File: src/rtl/sha_pkg.sv
`default_nettype none
// ----------------------------------------------------------------------------
// SHA-256 package
// Shared types, round constants and round helper functions.
// ----------------------------------------------------------------------------
package sha_pkg;

    localparam logic [7:0] PAD_BYTE = 8'h80;
    localparam int unsigned LEN_POS = 56;

    typedef logic [31:0] word_t;

    typedef struct packed {
        logic load_word;
        logic init_state;
        logic round_step;
        logic add_back;
        logic reset_hash;
    } dp_cmd_t;

    function automatic word_t round_k(input logic [5:0] t);
        word_t k;
        case (t)
            6'd0: k = 32'h428a2f98; 6'd1: k = 32'h71374491; 6'd2: k = 32'hb5c0fbcf;
            6'd3: k = 32'he9b5dba5; 6'd4: k = 32'h3956c25b; 6'd5: k = 32'h59f111f1;
            6'd6: k = 32'h923f82a4; 6'd7: k = 32'hab1c5ed5; 6'd8: k = 32'hd807aa98;
            6'd9: k = 32'h12835b01; 6'd10: k = 32'h243185be; 6'd11: k = 32'h550c7dc3;
            6'd12: k = 32'h72be5d74; 6'd13: k = 32'h80deb1fe; 6'd14: k = 32'h9bdc06a7;
            6'd15: k = 32'hc19bf174; 6'd16: k = 32'he49b69c1; 6'd17: k = 32'hefbe4786;
            6'd18: k = 32'h0fc19dc6; 6'd19: k = 32'h240ca1cc; 6'd20: k = 32'h2de92c6f;
            6'd21: k = 32'h4a7484aa; 6'd22: k = 32'h5cb0a9dc; 6'd23: k = 32'h76f988da;
            6'd24: k = 32'h983e5152; 6'd25: k = 32'ha831c66d; 6'd26: k = 32'hb00327c8;
            6'd27: k = 32'hbf597fc7; 6'd28: k = 32'hc6e00bf3; 6'd29: k = 32'hd5a79147;
            6'd30: k = 32'h06ca6351; 6'd31: k = 32'h14292967; 6'd32: k = 32'h27b70a85;
            6'd33: k = 32'h2e1b2138; 6'd34: k = 32'h4d2c6dfc; 6'd35: k = 32'h53380d13;
            6'd36: k = 32'h650a7354; 6'd37: k = 32'h766a0abb; 6'd38: k = 32'h81c2c92e;
            6'd39: k = 32'h92722c85; 6'd40: k = 32'ha2bfe8a1; 6'd41: k = 32'ha81a664b;
            6'd42: k = 32'hc24b8b70; 6'd43: k = 32'hc76c51a3; 6'd44: k = 32'hd192e819;
            6'd45: k = 32'hd6990624; 6'd46: k = 32'hf40e3585; 6'd47: k = 32'h106aa070;
            6'd48: k = 32'h19a4c116; 6'd49: k = 32'h1e376c08; 6'd50: k = 32'h2748774c;
            6'd51: k = 32'h34b0bcb5; 6'd52: k = 32'h391c0cb3; 6'd53: k = 32'h4ed8aa4a;
            6'd54: k = 32'h5b9cca4f; 6'd55: k = 32'h682e6ff3; 6'd56: k = 32'h748f82ee;
            6'd57: k = 32'h78a5636f; 6'd58: k = 32'h84c87814; 6'd59: k = 32'h8cc70208;
            6'd60: k = 32'h90befffa; 6'd61: k = 32'ha4506ceb; 6'd62: k = 32'hbef9a3f7;
            default: k = 32'hc67178f2;
        endcase
        return k;
    endfunction

    function automatic word_t init_h(input logic [2:0] i);
        word_t h;
        case (i)
            3'd0: h = 32'h6a09e667; 3'd1: h = 32'hbb67ae85;
            3'd2: h = 32'h3c6ef372; 3'd3: h = 32'ha54ff53a;
            3'd4: h = 32'h510e527f; 3'd5: h = 32'h9b05688c;
            3'd6: h = 32'h1f83d9ab;
            default: h = 32'h5be0cd19;
        endcase
        return h;
    endfunction

    function automatic word_t rotr(input word_t x, input int n);
        return (x >> n) | (x << (32 - n));
    endfunction

endpackage

`default_nettype wire

File: src/rtl/sha_datapath.sv
`default_nettype none
// ----------------------------------------------------------------------------
// SHA-256 datapath
// Message schedule window, working variables, hash words and one round a cycle.
// ----------------------------------------------------------------------------
module sha_datapath
    import sha_pkg::*;
(
    input  wire logic       clk,
    input  wire logic       rst_n,
    input  wire dp_cmd_t    cmd,
    input  wire word_t      load_data,
    input  wire logic [5:0] round_idx,
    input  wire logic [2:0] read_idx,
    output word_t           hash_out
);

    word_t w_reg [16];
    word_t v_reg [8];
    word_t h_reg [8];

    word_t s0;
    word_t s1;
    word_t w_new;
    word_t w_cur;
    word_t t1;
    word_t t2;

    always_comb
    begin
        s0 = rotr(w_reg[1], 7) ^ rotr(w_reg[1], 18) ^ (w_reg[1] >> 3);
        s1 = rotr(w_reg[14], 17) ^ rotr(w_reg[14], 19) ^ (w_reg[14] >> 10);
        w_new = w_reg[0] + s0 + w_reg[9] + s1;
        w_cur = w_reg[0];
        t1 = v_reg[7] + (rotr(v_reg[4], 6) ^ rotr(v_reg[4], 11) ^ rotr(v_reg[4], 25))
            + ((v_reg[4] & v_reg[5]) ^ (~v_reg[4] & v_reg[6])) + round_k(round_idx) + w_cur;
        t2 = (rotr(v_reg[0], 2) ^ rotr(v_reg[0], 13) ^ rotr(v_reg[0], 22))
            + ((v_reg[0] & v_reg[1]) ^ (v_reg[0] & v_reg[2]) ^ (v_reg[1] & v_reg[2]));
    end

    always_ff @(posedge clk)
    begin
        if (cmd.load_word)
        begin
            for (int i = 0; i < 15; i++)
            begin
                w_reg[i] <= w_reg[i + 1];
            end
            w_reg[15] <= load_data;
        end
        else if (cmd.round_step)
        begin
            for (int i = 0; i < 15; i++)
            begin
                w_reg[i] <= w_reg[i + 1];
            end
            w_reg[15] <= w_new;
        end
        if (cmd.init_state)
        begin
            for (int i = 0; i < 8; i++)
            begin
                v_reg[i] <= h_reg[i];
            end
        end
        else if (cmd.round_step)
        begin
            v_reg[7] <= v_reg[6];
            v_reg[6] <= v_reg[5];
            v_reg[5] <= v_reg[4];
            v_reg[4] <= v_reg[3] + t1;
            v_reg[3] <= v_reg[2];
            v_reg[2] <= v_reg[1];
            v_reg[1] <= v_reg[0];
            v_reg[0] <= t1 + t2;
        end
    end

    always_ff @(posedge clk or negedge rst_n)
    begin
        if (!rst_n)
        begin
            for (int i = 0; i < 8; i++)
            begin
                h_reg[i] <= init_h(3'(i));
            end
        end
        else if (cmd.reset_hash)
        begin
            for (int i = 0; i < 8; i++)
            begin
                h_reg[i] <= init_h(3'(i));
            end
        end
        else if (cmd.add_back)
        begin
            for (int i = 0; i < 8; i++)
            begin
                h_reg[i] <= h_reg[i] + v_reg[i];
            end
        end
    end

    assign hash_out = h_reg[read_idx];

endmodule

`default_nettype wire

File: src/rtl/sha_control.sv
`default_nettype none
// ----------------------------------------------------------------------------
// SHA-256 controller
// Byte buffering, padding, round sequencing and digest output.
// ----------------------------------------------------------------------------
module sha_control
    import sha_pkg::*;
(
    input  wire logic        clk,
    input  wire logic        rst_n,
    input  wire logic [7:0]  data_byte,
    input  wire logic        byte_valid,
    input  wire logic        last_byte,
    input  wire logic        in_valid,
    output logic             in_ready,
    output logic             out_valid,
    input  wire logic        out_ready,
    output logic [2:0]       word_index,
    output logic             last_word,
    output dp_cmd_t          cmd,
    output word_t            load_data,
    output logic [5:0]       round_idx
);

    typedef enum logic [6:0] {
        ST_IDLE  = 7'b0000001,
        ST_PAD   = 7'b0000010,
        ST_LOAD  = 7'b0000100,
        ST_ROUND = 7'b0001000,
        ST_ADD   = 7'b0010000,
        ST_OUT   = 7'b0100000,
        ST_LAST  = 7'b1000000
    } state_t;

    state_t      state_reg, state_next;
    logic [31:0] buf_mem [16];
    word_t       load_data_reg;
    logic [5:0]  fill_reg, fill_next;
    logic [63:0] len_reg, len_next;
    logic        fin_reg, fin_next;
    logic        two_reg, two_next;
    logic [5:0]  cnt_reg, cnt_next;
    logic        pad_done_reg, pad_done_next;
    logic [5:0]  pad_idx;
    logic        pad_we;
    logic [7:0]  pad_data;
    logic        byte_we;
    logic        accept;

    assign accept = in_valid && in_ready;
    assign in_ready = (state_reg == ST_IDLE);
    assign out_valid = (state_reg == ST_OUT);
    assign word_index = cnt_reg[2:0];
    assign last_word = (cnt_reg[2:0] == 3'd7);
    assign round_idx = cnt_reg;
    assign byte_we = accept && byte_valid;
    assign load_data = load_data_reg;

    always_comb
    begin
        pad_idx = cnt_reg;
        pad_we = (state_reg == ST_PAD);
        if (cnt_reg >= 6'(LEN_POS) && !two_reg)
        begin
            pad_data = len_reg[6'(63 - 8 * (cnt_reg - 6'(LEN_POS))) -: 8];
        end
        else if (cnt_reg == fill_reg && !fin_reg)
        begin
            pad_data = PAD_BYTE;
        end
        else
        begin
            pad_data = 8'd0;
        end
    end

    always_ff @(posedge clk)
    begin
        if (byte_we)
        begin
            buf_mem[fill_reg[5:2]][{~fill_reg[1:0], 3'b000} +: 8] <= data_byte;
        end
        else if (pad_we && (cnt_reg >= fill_reg || fin_reg))
        begin
            buf_mem[pad_idx[5:2]][{~pad_idx[1:0], 3'b000} +: 8] <= pad_data;
        end
        load_data_reg <= buf_mem[cnt_next[3:0]];
    end

    always_comb
    begin
        state_next = state_reg;
        fill_next = fill_reg;
        len_next = len_reg;
        fin_next = fin_reg;
        two_next = two_reg;
        cnt_next = cnt_reg;
        cmd = '0;
        case (state_reg)
            ST_IDLE:
            begin
                if (accept)
                begin
                    if (byte_valid)
                    begin
                        len_next = len_reg + 64'd8;
                        fill_next = fill_reg + 6'd1;
                    end
                    fin_next = last_byte;
                    if (byte_valid && fill_reg == 6'd63)
                    begin
                        cnt_next = '0;
                        two_next = 1'b0;
                        state_next = ST_LOAD;
                    end
                    else if (last_byte)
                    begin
                        fin_next = 1'b0;
                        cnt_next = byte_valid ? fill_reg + 6'd1 : fill_reg;
                        two_next = ((byte_valid ? fill_reg + 6'd1 : fill_reg) >= 6'(LEN_POS));
                        state_next = ST_PAD;
                    end
                end
            end
            ST_PAD:
            begin
                cnt_next = cnt_reg + 6'd1;
                if (cnt_reg == 6'd63)
                begin
                    cnt_next = '0;
                    state_next = ST_LOAD;
                end
            end
            ST_LOAD:
            begin
                cmd.load_word = 1'b1;
                cnt_next = cnt_reg + 6'd1;
                if (cnt_reg == 6'd15)
                begin
                    cmd.init_state = 1'b1;
                    cnt_next = '0;
                    state_next = ST_ROUND;
                end
            end
            ST_ROUND:
            begin
                cmd.round_step = 1'b1;
                cnt_next = cnt_reg + 6'd1;
                if (cnt_reg == 6'd63)
                begin
                    state_next = ST_ADD;
                end
            end
            ST_ADD:
            begin
                cmd.add_back = 1'b1;
                cnt_next = '0;
                fill_next = '0;
                if (fin_reg && !pad_done_reg)
                begin
                    fin_next = 1'b0;
                    two_next = 1'b0;
                    state_next = ST_PAD;
                end
                else if (two_reg)
                begin
                    two_next = 1'b0;
                    fin_next = 1'b1;
                    state_next = ST_PAD;
                end
                else
                begin
                    state_next = ST_LAST;
                end
            end
            ST_LAST:
            begin
                state_next = ST_IDLE;
            end
            ST_OUT:
            begin
                if (out_ready)
                begin
                    cnt_next = cnt_reg + 6'd1;
                    if (cnt_reg[2:0] == 3'd7)
                    begin
                        cmd.reset_hash = 1'b1;
                        cnt_next = '0;
                        fill_next = '0;
                        len_next = '0;
                        state_next = ST_IDLE;
                    end
                end
            end
            default:
            begin
                state_next = ST_IDLE;
            end
        endcase
        if (state_reg == ST_LAST)
        begin
            state_next = pad_done_reg ? ST_OUT : ST_IDLE;
            cnt_next = '0;
        end
    end

    always_comb
    begin
        pad_done_next = pad_done_reg;
        if (state_reg == ST_PAD)
        begin
            pad_done_next = !two_reg;
        end
        else if (state_reg == ST_IDLE)
        begin
            pad_done_next = 1'b0;
        end
    end

    always_ff @(posedge clk or negedge rst_n)
    begin
        if (!rst_n)
        begin
            state_reg <= ST_IDLE;
            fill_reg <= '0;
            len_reg <= '0;
            fin_reg <= 1'b0;
            two_reg <= 1'b0;
            cnt_reg <= '0;
            pad_done_reg <= 1'b0;
        end
        else
        begin
            state_reg <= state_next;
            fill_reg <= fill_next;
            len_reg <= len_next;
            fin_reg <= fin_next;
            two_reg <= two_next;
            cnt_reg <= cnt_next;
            pad_done_reg <= pad_done_next;
        end
    end

endmodule

`default_nettype wire

File: src/rtl/sha256_stream_hasher.sv
`default_nettype none
// ----------------------------------------------------------------------------
// SHA-256 stream hasher
// Byte-serial SHA-256 with padding and eight-word digest output.
// ----------------------------------------------------------------------------
// A byte that neither completes a block nor ends the message is taken
// without holding the input off. The byte that completes a block holds the
// input off while the schedule window is loaded, the 64 rounds run on the
// single round unit, the working variables are added back and the block
// returns to idle. On the last item the padding is written one buffer byte a
// cycle, from the first free position to the end of the block, each padded
// block is compressed in the same way, and the eight digest words follow,
// one per accepted item. The round unit sets the throughput.
module sha256_stream_hasher
    import sha_pkg::*;
(
    input  wire logic        clk,
    input  wire logic        rst_n,
    input  wire logic        in_valid,
    output logic             in_ready,
    input  wire logic [7:0]  data_byte,
    input  wire logic        byte_valid,
    input  wire logic        last_byte,
    output logic             out_valid,
    input  wire logic        out_ready,
    output logic [31:0]      digest_word,
    output logic [2:0]       word_index,
    output logic             last_word
);

    dp_cmd_t    cmd;
    word_t      load_data;
    logic [5:0] round_idx;

    sha_control u_control (
        .clk        (clk),
        .rst_n      (rst_n),
        .data_byte  (data_byte),
        .byte_valid (byte_valid),
        .last_byte  (last_byte),
        .in_valid   (in_valid),
        .in_ready   (in_ready),
        .out_valid  (out_valid),
        .out_ready  (out_ready),
        .word_index (word_index),
        .last_word  (last_word),
        .cmd        (cmd),
        .load_data  (load_data),
        .round_idx  (round_idx)
    );

    sha_datapath u_datapath (
        .clk       (clk),
        .rst_n     (rst_n),
        .cmd       (cmd),
        .load_data (load_data),
        .round_idx (round_idx),
        .read_idx  (word_index),
        .hash_out  (digest_word)
    );

endmodule

`default_nettype wire
File: config.mk
export PLATFORM = sky130hd
export DESIGN_NAME = sha256_stream_hasher
export DESIGN_NICKNAME = d
export VERILOG_FILES = /design/src/rtl/sha_pkg.sv /design/src/rtl/sha_datapath.sv /design/src/rtl/sha_control.sv /design/src/rtl/sha256_stream_hasher.sv
export SDC_FILE = /design/constraint.sdc
export NUM_CORES = 2
export LEC_CHECK = 0
export BUFFER_PORTS_ARGS = -buffer_cell sky130_fd_sc_hd__buf_2
export CORE_MARGIN = 3
export CORE_UTILIZATION = 30
export CTS_CLUSTER_SIZE = 10
export DETAILED_ROUTE_END_ITERATION = 10
export REMOVE_ABC_BUFFERS = 1
export SLEW_MARGIN = 40
export SYNTH_ARGS = -nofsm -noshare
export SYNTH_HDL_FRONTEND = slang
export SYNTH_SLANG_ARGS = --single-unit
File: constraint.sdc
create_clock -name clk -period 23.5 [get_ports clk]
set_input_delay 2.35 -clock clk [delete_from_list [all_inputs] [get_ports clk]]
set_output_delay 2.35 -clock clk [all_outputs]
set_load 0.01 [all_outputs]
### Word-level counts from Yosys, hierarchy flattened

Memory sizes are Yosys's and may differ from the RTL's. A register that Yosys moved wholly into a read port is not among the register bits.
Index checks and enable logic that the tools add are counted.
Widths: inputs -> output; s select.

| word-level totals | value |
|---|---|
| register bits after elaboration | 342 |
| memory bits (writable) | 1,280 |
| bits in read-only memories | 2,048 |
| bits of input ports | 14 |
| output and inout port bits | 38 |
| word-level logic and storage cells | 255 |
| memories | 4 |

| operators by class | value |
|---|---|
| $add $sub $neg | 25 |
| order comparisons | 4 |
| eq/ne operators | 25 |
| shift-type cells | 5 |
| mux-type cells | 98 |
| bitwise logic cells | 54 |
| reduce and logical (&&, ||, !) cells | 24 |

Memory list:

| name | depth | width | rd ports | clocked after memory_dff | wr ports | line | source |
|---|---|---|---|---|---|---|---|
| (no name shown) | 64 | 32 | 1 | 0 | 0 | sha_pkg.sv:23 | `case (t)` |
| u_control.buf_mem | 16 | 32 | 1 | 1 | 1 | sha_control.sv:36 | `logic [31:0] buf_mem [16];` |
| u_datapath.w_reg | 16 | 32 | 16 | 0 | 16 | sha_datapath.sv:18 | `word_t w_reg [16];` |
| u_datapath.v_reg | 8 | 32 | 8 | 0 | 8 | sha_datapath.sv:19 | `word_t v_reg [8];` |

Operators with widths:

| cell | count |
|---|---|
| $mux 32 | 30 |
| $add 32x32->32 | 18 |
| $mux 256 | 2 |
| $xor 32x32->32 | 9 |
| $mux 64 | 4 |
| $and 32x32->32 | 5 |
| $pmux 64 s2 | 1 |
| $bmux 32 s3 | 1 |
| $mux 6 | 13 |
| $mux 7 | 11 |
| $shiftx 71x7->8 | 1 |
| $add 64x4->64 const B | 1 |
| $shift 8x7->32 const A | 2 |
| $shiftx 8x7->32 | 2 |
| $pmux 7 s6 | 1 |
| $pmux 6 s6 | 1 |
| $not 32->32 | 1 |
| $or 10x32->32 | 1 |
| $or 13x32->32 | 1 |
| $or 14x32->32 | 1 |
| $or 15x32->32 | 1 |
| $or 19x32->32 | 1 |
| $or 21x32->32 | 1 |
| $or 25x32->32 | 1 |
| 48 further kinds | 125 |

### Longest topological paths before layout

An unclocked memory read counts as a cell.

| depth | value |
|---|---|
| depth after elaboration | 10 |
| gate-level depth with buffers | 45 |
| depth with buffers taken out | 41 |

### Modules after synthesis

From an unflattened synthesis, not the netlist that was laid out.

| unflattened totals | value |
|---|---|
| cell total of the unflattened synthesis | 8,321 |
| area total of the unflattened synthesis | 92,648.9 um2 |

By module, submodules not included:

| module | instances | cells an instance | area each (um2) | sequential area each (um2) |
|---|---|---|---|---|
| sha_datapath | 1 | 6,243 | 65,820.6 | 29,638.4 |
| sha_control | 1 | 2,078 | 26,828.2 | 18,093.6 |

### Least setup slack after synthesis

No wires, ideal clock.

| timing | value |
|---|---|
| kind | reg-to-reg |
| start | reg u_control.state_reg[5] |
| end | mem u_datapath.w_reg[0][0] (netlist name) (enable) |
| setup time | 1,451 ps |
| arrival | 23,160 ps |
| required time | 22,049 ps |
| path slack | -1,111 ps |
| cell stages (with the launch flop) | 4 |
| buffers on the path | 0 |
| period minus slack after synthesis | 24,611 ps |
| path through | dfrtp_1 > nor2_1 > nand3b_1 > nor2b_1 |

RTL lines:

| item | line | source |
|---|---|---|
| start, declared | sha_control.sv:35 | `state_t state_reg, state_next;` |
| start signal, assigned | sha_control.sv:234 | `state_reg <= state_next;` |
| end, declared | sha_datapath.sv:18 |  |

==> impl_metrics.tcl <==
set metrics [dict create \
    fp.dieArea_mm2 0.311 \
    mostFrequentLayoutCell "edfxtp_1" \
    grtUsageMet1 0.267 \
    gr-usage-met3 0.0266 \
    status "finished, final reports clean" \
    worstMarginPinSlew_ps 960 \
    htree_levels 4 \
    ctsHoldBuffers 0 \
    worstPathMaxFanout 24 \
    cpMostUsedCell "inv_1" \
    rows 201 \
    crit_type "reg -> reg" \
    post_cts_resize_count 0 \
    setup_viol 0 \
    synthSimpleGateAreaFrac 0.112 \
    vias 65553 \
    met2_usage 0.291 \
    synth_top_family_by_area "compound AO/OA/AOI/OAI gates" \
    cts_buffers 205 \
    portBuffers 51 \
    clock_latency_ps 880 \
    slew_headroom 0.342 \
    detail-route-antenna-nets 0 \
    initial_utilization 0.303 \
    dp.cells 11880 \
    final_util 0.342 \
    synth_top_area_share 0.421 \
    async_flop_share 0.205 \
    top_usage_layer "met2" \
    drt_iter0_drc 6909 \
    skew_ps 144 \
    worst_path_max_delay_cell "ha_1" \
    synth-main-ff-cell "edfxtp_1" \
    fmax_mhz 87.9 \
    cp_slowest_stage_delay_ps 890 \
    synthDistinctLibCells 95 \
    max_cap_violations 0 \
    synth_edf_count 1280 \
    drcViolationCount 0 \
    areaGrowthSynthToFinish_pct 12.9 \
    cts-root-buf "clkbuf_16" \
    drt_wl_total_mm 298 \
    post-cts-setup-buffers 0 \
    grt_pass1_wl_mm 436 \
    yosysTopAreaCell "edfxtp_1" \
    hold_path_class "reg -> reg" \
    finalHoldViolCount 0 \
    clk_pin_slew_worst_paths_ps 60 \
    die_y_um 558 \
    finalCritPeriodShare 0.484 \
    mappedNetlistArea_mm2 0.0913 \
    fin_cells 12249 \
    worstSetupStartpointType "flip-flop" \
    dr.pass1.iters 7 \
    cp-end-kind "flip-flop" \
    clk_path_buf_depth 4 \
    grt_max_degree 146 \
    synth_area_leaders "edfxtp_1 (42%), dfrtp_1 (5.5%), ha_1 (5.5%)" \
    dp_hpwl_mm 214 \
    avgSynthCellArea_um2 11.3 \
    synthAdderAreaFrac 0.100 \
    maxSlewViolCount 0 \
    fin_tns_setup_ps 0 \
    fp.dieW_um 558 \
    grt_pass1_vias 63650 \
    grt.total_usage 0.186 \
    min_period_ps 11380 \
    cts_tree "yes" \
    synth_seq_cells 1651 \
    viasPerCell 5.35 \
    yosysWarningCount 0 \
    crit_required_ps 24040 \
    place_ws_ps 12280 \
    clkSinkCount 1651 \
    core_mm2 0.301 \
    muxShareOfSynthArea 0.0496 \
    fin_ws_ps 12120 \
    rsz0062_at_grt "false" \
    drt-wirelength-per-cell_um 24.3 \
    fill_cells 29671 \
    cp.arrival_ps 11920 \
    synth_xor_area_frac 0.0596 \
    gr-total-overflow 0 \
    antenna_found_initial 10 \
    final_layout_size_suffix_gt1_frac 0.0992 \
    io_pins 52 \
    layout.nets 8739 \
    gp_congestion 0.959 \
    synth_seq_area_share 0.523 \
    synth_compound_area_frac 0.124 \
    final_cell_mix "edfxtp_1 (1,280), nand2_1 (1,182), a21oi_1 (509), o21ai_0 (465), ha_1 (399)" \
    syn_inst 8111 \
]
cells by family after synthesis:
group / after synthesis
AOI/OAI and AO/OA: 1828
xor gates and xnor gates: 621
adders and majority gates: 619
buffers and inverters: 736
DFF: 1651
muxes: 352
and+or+nand+nor: 2304
worst max-delay path: cells and delay by family, from the launching register on:
family / cells / cell delay [ps]
AOI/OAI and AO/OA: 19 / 4170
buffers and inverters: 8 / 1260
DFF: 1 / 700
adders and majority gates: 7 / 3440
xor gates and xnor gates: 2 / 390
and+or+nand+nor: 5 / 1060
synthesized netlist by cell type (all sizes together), types with 11 or more instances:
cell type and instances:
maj3 25, clkbuf 293, o21a 52, dfstp 137
a311oi 19, dfrtp 202, xor2 232, edfxtp 1280
mux2i 264, fa 195, o22a 13, o31ai 43
ha 399, nand2b 64, o2111ai 11, a31oi 48
o22ai 107, nand3 171, nand4 27, nor2b 51
nor2 393, xnor2 389, or3 45, a21oi 512
o211ai 30, or2 14, and2 25, buf 107
nor4 16, a221oi 49, or4 39, and4 11
o21bai 49, nor3 191, inv 336, dfxtp 32
a211o 12, a211oi 60, o311ai 16, and3 49
mux4 79, o21ai 510, nand2 1184, a21boi 16
a21o 183
layout make-up:
| class | count | area, um^2 | share of cell area |
|---|---|---|---|
| clock buffer | 332 | 5810 | 0.0563 |
| tap | 3958 | 4950 | 0.0481 |
| clock inverter | 28 | 319 | 0.00310 |
| multi-input combinational | 5724 | 41200 | 0.399 |
| timing repair buffer | 213 | 1790 | 0.0174 |
| sequential | 1651 | 47700 | 0.463 |
| antenna | 7 | 17.5 | 0.000170 |
| inverter | 336 | 1270 | 0.0124 |
layer usage:
metal	vias to the layer above	routed length [um]
li1	29519	-
met1	32872	133000
met2	2686	133000
met3	474	21600
met4	2	9840
met5	-	13
per-stage QoR:
step | hold slack (ps) | cell area (um^2)
after global placement | 400 | 96200
after floorplan | 400 | 89700
after global routing | 348 | 103000
after CTS | 347 | 103000
final | 345 | 103000
after detailed placement | 405 | 96800
final timing paths:
kind / slack, ps / end / startpoint / cells after the start
worst max-delay path: 12120 / u_datapath.v_reg[0][30] / u_control.round_idx[0] / 41
worst min-delay path: 340 / u_datapath.w_reg[0][52] / u_datapath.w_reg[0][84] / 0
worst max register to register: 12120 / u_datapath.v_reg[0][30] / u_control.round_idx[0] / 41
worst min register to register: 340 / u_datapath.w_reg[0][52] / u_datapath.w_reg[0][84] / 0
max in group asynchronous: 20130 / u_control.round_idx[0] / rst_n / 3
min in group asynchronous: 1460 / u_datapath.h_reg[228] / rst_n / 1
Power is left out: the tool's default activity adds up to more than one toggle a clock period on the data nets, which glitch-free logic cannot reach.
